$ cat config.mk
export PLATFORM = sky130hd
export DESIGN_NAME = fixed_layout_payment_tx_parser_top
export DESIGN_NICKNAME = d
export VERILOG_FILES = /design/src/hdl/fltp_pkg.sv /design/src/hdl/fltp_in_reg.sv /design/src/hdl/fltp_parse_core.sv /design/src/hdl/fltp_out_reg.sv /design/src/hdl/fixed_layout_payment_tx_parser_top.sv
export SDC_FILE = /design/constraint.sdc
export NUM_CORES = 1
export LEC_CHECK = 0
export BUFFER_PORTS_ARGS = -buffer_cell sky130_fd_sc_hd__buf_4
export CORE_UTILIZATION = 55
export CTS_BUF_LIST = sky130_fd_sc_hd__clkbuf_8
export DETAILED_ROUTE_END_ITERATION = 8
export PLACE_DENSITY = 0.76
export SYNTH_ARGS = -nofsm -noshare
export SYNTH_HDL_FRONTEND = slang
export SYNTH_SLANG_ARGS = --single-unit
$ cat constraint.sdc
create_clock -name clk -period 4.1 [get_ports clk]
set_input_delay 1.23 -clock clk [delete_from_list [all_inputs] [get_ports clk]]
set_output_delay 1.23 -clock clk [all_outputs]
set_load 0.05 [all_outputs]
$ cat src/hdl/fltp_pkg.sv
// shared types, frame layout offsets and helper functions for the payment parser
package fltp_pkg;

  // key length in bytes; the layout below follows from it
  localparam int KEY_BYTES = 32;

  localparam int OFF_W = 8;

  // frame layout, byte offsets
  localparam logic [OFF_W-1:0] SKIP_STOP     = 8'd36;
  localparam logic [OFF_W-1:0] SRC_TYPE_END  = 8'd39;
  localparam logic [OFF_W-1:0] SRC_KEY_START = 8'd40;
  localparam logic [OFF_W-1:0] SRC_KEY_STOP  = OFF_W'(40 + KEY_BYTES);
  localparam logic [OFF_W-1:0] FEE_END       = OFF_W'(40 + KEY_BYTES + 3);
  localparam logic [OFF_W-1:0] SEQ_START     = OFF_W'(40 + KEY_BYTES + 4);
  localparam logic [OFF_W-1:0] SEQ_STOP      = OFF_W'(40 + KEY_BYTES + 12);
  localparam logic [OFF_W-1:0] TIME_END      = OFF_W'(40 + KEY_BYTES + 15);
  localparam logic [OFF_W-1:0] MEMO_END      = OFF_W'(40 + KEY_BYTES + 19);
  localparam logic [OFF_W-1:0] COUNT_END     = OFF_W'(40 + KEY_BYTES + 23);
  localparam logic [OFF_W-1:0] OPSRC_END     = OFF_W'(40 + KEY_BYTES + 27);
  localparam logic [OFF_W-1:0] OPTYPE_END    = OFF_W'(40 + KEY_BYTES + 31);
  localparam logic [OFF_W-1:0] DST_TYPE_END  = OFF_W'(40 + KEY_BYTES + 35);
  localparam logic [OFF_W-1:0] DST_KEY_START = OFF_W'(40 + KEY_BYTES + 36);
  localparam logic [OFF_W-1:0] DST_KEY_STOP  = OFF_W'(40 + 2 * KEY_BYTES + 36);
  localparam logic [OFF_W-1:0] ASSET_END     = OFF_W'(40 + 2 * KEY_BYTES + 39);
  localparam logic [OFF_W-1:0] AMOUNT_START  = OFF_W'(40 + 2 * KEY_BYTES + 40);
  localparam logic [OFF_W-1:0] AMOUNT_END    = OFF_W'(40 + 2 * KEY_BYTES + 47);
  localparam logic [OFF_W-1:0] FRAME_BYTES   = OFF_W'(40 + 2 * KEY_BYTES + 48);

  // byte classification reported with each result
  typedef enum logic [2:0] {
    KIND_SKIP   = 3'd0,
    KIND_SRC    = 3'd1,
    KIND_DST    = 3'd2,
    KIND_FIELD  = 3'd3,
    KIND_ACCEPT = 3'd4,
    KIND_ERROR  = 3'd5,
    KIND_DROP   = 3'd6
  } kind_t;

  // one input word as held in the input register
  typedef struct packed {
    logic       frame_start;
    logic [7:0] byte_value;
  } in_word_t;

  // one result word
  typedef struct packed {
    kind_t       byte_kind;
    logic [7:0]  key_byte;
    logic [31:0] fee_value;
    logic [63:0] amount_value;
  } res_word_t;

  // true on the last byte of a word that must match a fixed value
  function automatic logic is_check_end(input logic [OFF_W-1:0] off);
    return (off == SRC_TYPE_END) || (off == TIME_END) || (off == MEMO_END) ||
           (off == COUNT_END) || (off == OPSRC_END) || (off == OPTYPE_END) ||
           (off == DST_TYPE_END) || (off == ASSET_END);
  endfunction

  // required value of the check word ending at off
  function automatic logic [31:0] check_want(input logic [OFF_W-1:0] off);
    return ((off == COUNT_END) || (off == OPTYPE_END)) ? 32'd1 : 32'd0;
  endfunction

endpackage

$ cat src/hdl/fltp_in_reg.sv
// input register stage for incoming transaction bytes
module fltp_in_reg (
  input  logic               clk,
  input  logic               rst,
  input  logic               in_valid,
  output logic               in_ready,
  input  fltp_pkg::in_word_t in_word,
  output logic               held_valid,
  input  logic               advance,
  output fltp_pkg::in_word_t held_word
);

  // room when empty or when the held word moves on this cycle
  assign in_ready = !held_valid || advance;

  // valid flag
  always_ff @(posedge clk) begin
    if (rst) begin
      held_valid <= 1'b0;
    end else if (in_ready) begin
      held_valid <= in_valid;
    end
  end

  // payload
  always_ff @(posedge clk) begin
    if (in_ready && in_valid) begin
      held_word <= in_word;
    end
  end

endmodule

$ cat src/hdl/fltp_parse_core.sv
// parse state and per-byte classification, field capture and checks
module fltp_parse_core (
  input  logic                clk,
  input  logic                rst,
  input  logic                advance,
  input  fltp_pkg::in_word_t  in_word,
  output fltp_pkg::res_word_t res_word
);

  logic [fltp_pkg::OFF_W-1:0] byte_offset;
  logic [fltp_pkg::OFF_W-1:0] byte_offset_next;
  logic [31:0]                word_shift;
  logic [31:0]                word_shift_next;
  logic [31:0]                fee_hold;
  logic [31:0]                fee_hold_next;
  logic [63:0]                amount_hold;
  logic [63:0]                amount_hold_next;
  logic                       frame_failed;
  logic                       frame_failed_next;

  logic [fltp_pkg::OFF_W-1:0] off;
  logic [31:0]                ws_base;
  logic [31:0]                fee_base;
  logic [63:0]                amt_base;
  logic                       failed_base;
  logic [31:0]                ws_new;
  fltp_pkg::kind_t            kind;

  // next state and result for the held byte
  always_comb begin
    off         = in_word.frame_start ? '0    : byte_offset;
    ws_base     = in_word.frame_start ? '0    : word_shift;
    fee_base    = in_word.frame_start ? '0    : fee_hold;
    amt_base    = in_word.frame_start ? '0    : amount_hold;
    failed_base = in_word.frame_start ? 1'b0  : frame_failed;
    ws_new      = {ws_base[23:0], in_word.byte_value};

    byte_offset_next  = off;
    word_shift_next   = ws_base;
    fee_hold_next     = fee_base;
    amount_hold_next  = amt_base;
    frame_failed_next = failed_base;
    kind              = fltp_pkg::KIND_DROP;
    res_word.fee_value    = '0;
    res_word.amount_value = '0;

    if (!(failed_base || (off >= fltp_pkg::FRAME_BYTES))) begin
      word_shift_next  = ws_new;
      byte_offset_next = off + fltp_pkg::OFF_W'(1);

      // classify by position
      if ((off < fltp_pkg::SKIP_STOP) ||
          ((off >= fltp_pkg::SEQ_START) && (off < fltp_pkg::SEQ_STOP))) begin
        kind = fltp_pkg::KIND_SKIP;
      end else if ((off >= fltp_pkg::SRC_KEY_START) && (off < fltp_pkg::SRC_KEY_STOP)) begin
        kind = fltp_pkg::KIND_SRC;
      end else if ((off >= fltp_pkg::DST_KEY_START) && (off < fltp_pkg::DST_KEY_STOP)) begin
        kind = fltp_pkg::KIND_DST;
      end else begin
        kind = fltp_pkg::KIND_FIELD;
      end

      // field capture
      if (off == fltp_pkg::FEE_END) begin
        fee_hold_next = ws_new;
      end
      if (off >= fltp_pkg::AMOUNT_START) begin
        amount_hold_next = {amt_base[55:0], in_word.byte_value};
      end

      // fixed-value checks, then acceptance on the last amount byte
      if (fltp_pkg::is_check_end(off) && (ws_new != fltp_pkg::check_want(off))) begin
        kind              = fltp_pkg::KIND_ERROR;
        frame_failed_next = 1'b1;
      end else if (off == fltp_pkg::AMOUNT_END) begin
        kind                  = fltp_pkg::KIND_ACCEPT;
        res_word.fee_value    = fee_base;
        res_word.amount_value = amount_hold_next;
      end
    end

    res_word.byte_kind = kind;
    res_word.key_byte  = in_word.byte_value;
  end

  // parse state
  always_ff @(posedge clk) begin
    if (rst) begin
      byte_offset  <= '0;
      word_shift   <= '0;
      fee_hold     <= '0;
      amount_hold  <= '0;
      frame_failed <= 1'b0;
    end else if (advance) begin
      byte_offset  <= byte_offset_next;
      word_shift   <= word_shift_next;
      fee_hold     <= fee_hold_next;
      amount_hold  <= amount_hold_next;
      frame_failed <= frame_failed_next;
    end
  end

  // an error latches the failed flag
  a_error_sets_failed: assert property (@(posedge clk) disable iff (rst)
    advance && (res_word.byte_kind == fltp_pkg::KIND_ERROR) |=> frame_failed)
    else $error("error byte did not mark the frame failed");

  // a failed frame drops bytes until the next frame start
  a_failed_drops: assert property (@(posedge clk) disable iff (rst)
    advance && frame_failed && !in_word.frame_start |->
      (res_word.byte_kind == fltp_pkg::KIND_DROP))
    else $error("byte of a failed frame not dropped");

  // offset never runs past the frame end
  a_offset_bound: assert property (@(posedge clk) disable iff (rst)
    byte_offset <= fltp_pkg::FRAME_BYTES)
    else $error("byte offset beyond frame length");

endmodule

$ cat src/hdl/fltp_out_reg.sv
// result register stage toward the downstream consumer
module fltp_out_reg (
  input  logic                clk,
  input  logic                rst,
  input  logic                load,
  input  fltp_pkg::res_word_t load_word,
  output logic                out_valid,
  input  logic                out_ready,
  output fltp_pkg::res_word_t out_word
);

  // valid flag: set on load, cleared when taken
  always_ff @(posedge clk) begin
    if (rst) begin
      out_valid <= 1'b0;
    end else if (load) begin
      out_valid <= 1'b1;
    end else if (out_ready) begin
      out_valid <= 1'b0;
    end
  end

  // payload
  always_ff @(posedge clk) begin
    if (load) begin
      out_word <= load_word;
    end
  end

endmodule

$ cat src/hdl/fixed_layout_payment_tx_parser_top.sv
// top level of the fixed-layout payment transaction parser
//
//   channel   dir  handshake                     payload
//   s_axis    in   s_axis_tvalid/s_axis_tready   tdata byte_value, tuser frame_start
//   m_axis    out  m_axis_tvalid/m_axis_tready   tdata key/fee/amount, tuser byte_kind
//
// one byte word accepted per cycle unless the result register stalls, one result word
// per byte, through the input register, then parse logic into the result register
// rst is synchronous; it clears both valid flags and the parse state to offset 0
// a stalled result register holds the parse; the input register still takes one
// more word, so the input keeps flowing until both stages are full
module fixed_layout_payment_tx_parser_top (
  input  logic         clk,
  input  logic         rst,
  input  logic         s_axis_tvalid,
  output logic         s_axis_tready,
  input  logic [7:0]   s_axis_tdata,   // [7:0] byte_value
  input  logic         s_axis_tuser,   // [0] frame_start
  output logic         m_axis_tvalid,
  input  logic         m_axis_tready,
  output logic [103:0] m_axis_tdata,   // [7:0] key_byte, [39:8] fee_value, [103:40] amount_value
  output logic [2:0]   m_axis_tuser    // [2:0] byte_kind
);

  fltp_pkg::in_word_t  in_word;
  fltp_pkg::in_word_t  held_word;
  fltp_pkg::res_word_t res_word;
  fltp_pkg::res_word_t out_word;
  logic                held_valid;
  logic                advance;

  assign in_word.frame_start = s_axis_tuser;
  assign in_word.byte_value  = s_axis_tdata;

  // held word moves into the result register when that has room
  assign advance = held_valid && (!m_axis_tvalid || m_axis_tready);

  fltp_in_reg u_in_reg (
    .clk        (clk),
    .rst        (rst),
    .in_valid   (s_axis_tvalid),
    .in_ready   (s_axis_tready),
    .in_word    (in_word),
    .held_valid (held_valid),
    .advance    (advance),
    .held_word  (held_word)
  );

  fltp_parse_core u_parse_core (
    .clk      (clk),
    .rst      (rst),
    .advance  (advance),
    .in_word  (held_word),
    .res_word (res_word)
  );

  fltp_out_reg u_out_reg (
    .clk       (clk),
    .rst       (rst),
    .load      (advance),
    .load_word (res_word),
    .out_valid (m_axis_tvalid),
    .out_ready (m_axis_tready),
    .out_word  (out_word)
  );

  // pack the result word
  assign m_axis_tdata = {out_word.amount_value, out_word.fee_value, out_word.key_byte};
  assign m_axis_tuser = out_word.byte_kind;

  // fee and amount are zero on every word except the accepting one
  a_fields_only_on_accept: assert property (@(posedge clk) disable iff (rst)
    m_axis_tvalid && (m_axis_tuser != fltp_pkg::KIND_ACCEPT) |->
      (m_axis_tdata[103:8] == '0))
    else $error("fee or amount driven on a non-accepting word");

endmodule

* Word-level counts from Yosys, hierarchy flattened
Cells that the tools add are included.
** Cells by class
- $lt $le $gt $ge :: 9
- Equal/unequal tests :: 11
- Mux-type cells :: 21
- Add/sub/neg operators :: 1
- Reduce and logical (&&, ||, !) cells :: 23
- Bitwise operators :: 1
** Operators by type and width (count)
- $mux 64 :: 3
- $mux 32 :: 3
- $eq 8x7->1 const B :: 7
- $mux 24 :: 2
- $ne 32x1->1 :: 1
- $eq 8x8->1 const B :: 2
- $ge 8x7->1 const B :: 2
- $ge 8x8->1 const B :: 2
- $lt 8x7->1 const B :: 2
- $mux 8 :: 2
- $logic_or 1x1->1 :: 12
- $add 8x1->8 const B :: 1
- $eq 8x6->1 const B :: 1
- $ge 8x6->1 const B :: 1
- $lt 8x6->1 const B :: 1
- $lt 8x8->1 const B :: 1
- $mux 1 :: 7
- $logic_and 1x1->1 :: 6
- $mux 3 :: 2
- $reduce_or 3->1 :: 2
- $mux 2 :: 2
- $logic_not 1->1 :: 2
- $reduce_bool 2->1 :: 1
- $not 1->1 :: 1
** Word-level totals
- Bits of input ports :: 13
- Output and inout port bits :: 109
- Logic and storage cells :: 80
- Bits in registers :: 247

* Longest topological paths before layout
- Depth after elaboration :: 12
- Gate-level depth with buffers :: 12
- Depth with buffers taken out :: 9

* Cells and area by module
A second synthesis with hierarchy kept.
** Unflattened totals
- Cell total of the unflattened synthesis :: 950
- Area, all modules :: 10123.5 µm²
** Modules (own cells, without submodules)
- fltp_parse_core :: instances 1, cells each 823, area each 6535.0 µm², seq. area each 2582.5 µm²
- fltp_out_reg :: instances 1, cells each 111, area each 3251.9 µm², seq. area each 3233.1 µm²
- fltp_in_reg :: instances 1, cells each 14, area each 325.3 µm², seq. area each 290.3 µm²
- fixed_layout_payment_tx_parser_top :: instances 1, cells each 2, area each 11.3 µm², seq. area each 0.0 µm²

* Worst setup path after synthesis
Ideal clock, no wire load.
- Path type :: input to register
- From :: input port m_axis_tready
- To :: register u_parse_core.amount_hold[4]
- Cell stages on the path :: 6
- Setup slack :: 0.366 ns
- Required time :: 3.983 ns
- Setup time :: 0.117 ns
- Buffers on the path :: 1
- Arrival time :: 3.618 ns
- Cell sequence :: nand2b_1 -> nand2_1 -> inv_2 -> a21oi_2 -> buf_6 -> a22o_1
** Between the ends
- Word-level cells in the longest chain between the ends :: 2
** RTL lines
- from (decl) :: line fixed_layout_payment_tx_parser_top.sv:20 : input logic m_axis_tready,
- $logic_or 1x1->1 :: line fixed_layout_payment_tx_parser_top.sv:36 : assign advance = held_valid && (!m_axis_tvalid || m_axis_tready);
- $logic_and 1x1->1 :: line fixed_layout_payment_tx_parser_top.sv:36
- net advance :: line fixed_layout_payment_tx_parser_top.sv:30 : logic advance;
- to (signal assigned) :: line fltp_parse_core.sv:98 : amount_hold <= amount_hold_next;
- to (decl) :: line fltp_parse_core.sv:16 : logic [63:0] amount_hold;
The timed path passes the listed nets, and every way through them passes these cells.
A chain may end at the register's enable or synchronous reset.

* Worst setup path in the final report
- From :: input port m_axis_tready
- To :: output port s_axis_tready
** Between the ends
- Word-level cells in the longest chain between the ends :: 3
** RTL lines
- $logic_or 1x1->1 :: line fixed_layout_payment_tx_parser_top.sv:36
- $logic_and 1x1->1 :: line fixed_layout_payment_tx_parser_top.sv:36
- $logic_or 1x1->1 :: line fltp_in_reg.sv:14 : assign in_ready = !held_valid || advance;
- to (decl) :: line fixed_layout_payment_tx_parser_top.sv:16 : output logic s_axis_tready,
No other way between the ends.

==> results.toml <==
[floorplanning]
die-height_um = 133
core_region_area_um2 = 16600
start_util_pct = 56.6
rows = 47
pin_count = 122
fp.dieW_um = 133
die_area_um2 = 17600

[critical_path]
worst_path_most_repeated_cell = "sky130_fd_sc_hd__buf_4"
worst_ep_arrival_time_ns = 1.77
cp_cell_sequence = "buf_4 -> nor2b_1 -> nand2_1 -> buf_4"
crit_path_end_kind = "primary output"
cpMaxStageDelayCell = "sky130_fd_sc_hd__buf_4"
crit_type = "primary input to primary output"
critical_path.top_delay_family = "buffers and inverters"
crit_cells = 4
startpoint_type = "primary input"
worstPathRequired_ns = 2.87
worst-path-max-fanout = 2
worst-r2r-cell-count = 9
path_buf_inv = 2
slowest_delay_ns = 0.20

[pwr]
p_leak_uw = 0.00386
power_report.internal_total_uw = 3660
vdd.ir_drop.worst_uv = 271
pwr-share-comb_pct = 7.9
share_clk_of_total_power_pct = 37.0
power.switching_fraction_pct = 25.0
net_switching_component_of_the_power_uw = 1220
power_frac_seq_pct = 55.1
pwr_density_cell_nw_per_um2 = 441

[timing]
final.period_utilization_pct = 73.1
timing.setup.tns_ns = 0
fin_skew_ns = 0.0144
timing_max_transition_violations_final = 0
hold_viol_final = 0
period_minus_slack_ns = 3.00
setup_repair_after_global_routing_missed_its_margin = "no"
tightestPinTransition_ns = 0.715
fin_hold_ws_ns = 0.457
timing.final.ws_setup_ns = 1.10
timing.max_slew.rel_slack_pct = 52.3
max_freq_mhz = 334
finalSetupViolations = 0

[yosys]
synthesis.yosys.warnings = 0
synthesized_netlist_net_count = 843
number_of_instances_in_the_synthesized_netlist = 828
postSynthRegisterBits = 247
adder_cell_fraction_of_synth_area_pct = 0.266
sequential_element_share_of_the_synthesized_area_pct = 64.9
synth_cell_type_count = 51
synth-simple-area-share_pct = 14.1
synth-compound-area-share_pct = 16.6
synth_area_leader_cell = "sky130_fd_sc_hd__edfxtp_1"
synth_enable_flop_cells = 116
largest_family_of_logic_cells_by_synthesized_area = "compound AO/OA/AOI/OAI gates"
fraction_of_synthesized_area_in_multiplexers_pct = 0
synth_async_sr_flop_share_pct = 0
synthTopCellsByArea = "sky130_fd_sc_hd__edfxtp_1 37%, sky130_fd_sc_hd__dfxtp_1 28%, sky130_fd_sc_hd__a22o_1 8.9%, sky130_fd_sc_hd__nand2_1 6.7%, sky130_fd_sc_hd__a21oi_1 5.3%"
syn_area_um2 = 9410
post-synth-top-area-fraction_pct = 37.0
synth-xor-area-share_pct = 0.186
synth-main-ff-cell = "sky130_fd_sc_hd__dfxtp_1"
post_synth.cell_area_avg_um2 = 11.4

[global_routing]
globalRouteOverflowTotal = 0
vias_in_the_first_global_route = 6077
globalRouteTotalUtil_pct = 22.6
largest_net_degree_at_the_start_of_global_routing = 86
antenna_found_initial = 0
grt_pass1_wl_um = 31500

[routing]
route.vias.total = 6632
route.final.wire_length_um = 19900
drt_pre_antenna_iters = 7
route.detailed.vias_per_inst = 5.58
drc = 0
detailed_route_iter0_violations = 712
detail-route-antenna-nets = 0
detail_route.wl_per_cell_um = 16.8

[flow_run]
max-cap-violations = 0

[outcome]
status = "finished, final reports clean"

[finish]
drive_above_1_share_pct = 19.8
most_common_library_cell_in_the_layout_ignoring_fill_and_taps = "sky130_fd_sc_hd__nand2_1"
area.sequential_um2 = 6110
mostFrequentLayoutCells = "169 x sky130_fd_sc_hd__nand2_1, 132 x sky130_fd_sc_hd__buf_4, 131 x sky130_fd_sc_hd__dfxtp_1"
areaGrowthSynthToFinish_pct = 17.4
nFillCells = 1294
antenna_cells_inserted = 0
multiInputGateArea_um2 = 2960
finish.net_count = 954

[clocking]
post-cts-setup-buffers = 0
clk-insertion-delay-late_ns = 0.53
ctsResizeCount = 0
cts_hold_repair.buffers = 0
cts_buffers = 38
cts_root_buf = "sky130_fd_sc_hd__clkbuf_8"
path_clk_slew_ns = 0.05
cts_tree = "done"
htreeDepth = 2
clock_sink_count = 247
clockBufferDepth = 3

[placed_design]
place_ws_ns = 1.03
numPortBuffers = 121
gp_routability_congestion = 0.845
place.detailed.hpwl_um = 11800

[min_path]
hold-path-cell-count = 2
worstHoldPathType = "register to register"
## sequential cells by signal, indices dropped and copies added (netlist names)
name,flops
u_out_reg.out_word,107
u_in_reg.held_word,9
u_parse_core.byte_offset,8
u_out_reg.out_valid,1
u_parse_core.amount_hold,64
u_parse_core.fee_hold,32
u_parse_core.word_shift,24
u_parse_core.frame_failed,1
u_in_reg.held_valid,1
## final timing paths
check	end	startpoint	slack [ns]
max	s_axis_tready	m_axis_tready	1.10
max reg2reg	u_out_reg.out_word[45]$_SDFFCE_PP0P_	u_in_reg.held_word[8]$_DFFE_PP_	1.33
min reg2reg	u_parse_core.byte_offset[1]$_SDFFE_PP0P_	u_parse_core.byte_offset[1]$_SDFFE_PP0P_	0.46
min	u_parse_core.byte_offset[1]$_SDFFE_PP0P_	u_parse_core.byte_offset[1]$_SDFFE_PP0P_	0.46
## logic make-up after synthesis
| kind of cell | Yosys count |
|---|---|
| AO/OA/AOI/OAI | 223 |
| XOR/XNOR | 2 |
| adder cells (fa/ha/maj) | 2 |
| buffers and inverters | 68 |
| flip-flops | 247 |
| AND/OR/NAND/NOR | 286 |
## stage by stage
stage / area [µm²] / total power, µW / cells / utilization [%]
floorplan: 9410 / 3000 / 828 / -
global placement: 10400 / 3120 / 1119 / 62.3
detailed placement: 10400 / 3120 / 1119 / 62.3
CTS: 11000 / 4910 / 1188 / 66.4
global route: 11000 / 5030 / 1188 / 66.4
finish: 11000 / 4870 / 1188 / 66.4
## Yosys cell counts, types with 2 or more instances
master / number
sky130_fd_sc_hd__inv_1: 5
sky130_fd_sc_hd__buf_1: 2
sky130_fd_sc_hd__nand2b_1: 4
sky130_fd_sc_hd__and2_1: 34
sky130_fd_sc_hd__o21ai_0: 8
sky130_fd_sc_hd__clkbuf_1: 25
sky130_fd_sc_hd__buf_2: 23
sky130_fd_sc_hd__a311oi_1: 2
sky130_fd_sc_hd__nor3b_1: 4
sky130_fd_sc_hd__nor3_1: 3
sky130_fd_sc_hd__a21oi_1: 100
sky130_fd_sc_hd__buf_6: 12
sky130_fd_sc_hd__nor2b_1: 5
sky130_fd_sc_hd__a31oi_1: 2
sky130_fd_sc_hd__nand2_1: 169
sky130_fd_sc_hd__edfxtp_1: 116
sky130_fd_sc_hd__nand3_1: 26
sky130_fd_sc_hd__a22o_1: 96
sky130_fd_sc_hd__dfxtp_1: 131
sky130_fd_sc_hd__nor4_1: 7
sky130_fd_sc_hd__nor2_1: 16
sky130_fd_sc_hd__nor4b_1: 2
sky130_fd_sc_hd__nand4_1: 7
sky130_fd_sc_hd__ha_1: 2
## metal layers
metal,GRT usage (%),share of wire [%],routed length [µm]
met1,32.9,46,9220
met3,5.40,6.8,1360
met5,0,0,0
met4,8.81,2.0,401
met2,32.7,45,8970
## layout make-up
type | instances | area share [%]
Multi-Input combinational cell | 513 | 26.7
Sequential cell | 247 | 55.3
Clock buffer | 41 | 5.11
Tap cell | 220 | 2.49
Clock inverter | 28 | 1.02
Timing Repair Buffer | 133 | 9.15
Inverter | 6 | 0.226
## power groups by stage
stage / Combinational, µW / Clock (µW) / Sequential [µW]
after floorplan: 80.7 / 0 / 2920
after global placement: 381 / 0 / 2740
after detailed placement: 384 / 0 / 2740
after global routing: 399 / 1940 / 2690
final: 383 / 1800 / 2690
after CTS: 384 / 1840 / 2690
## tightest hold or removal path, delay by kind of cell (launching register included)
family,cells,cell delay [ns]
AND/OR/NAND/NOR,1,0.05
flip-flops,1,0.31
AO/OA/AOI/OAI,1,0.05
Power figures use the tool's default switching activity.
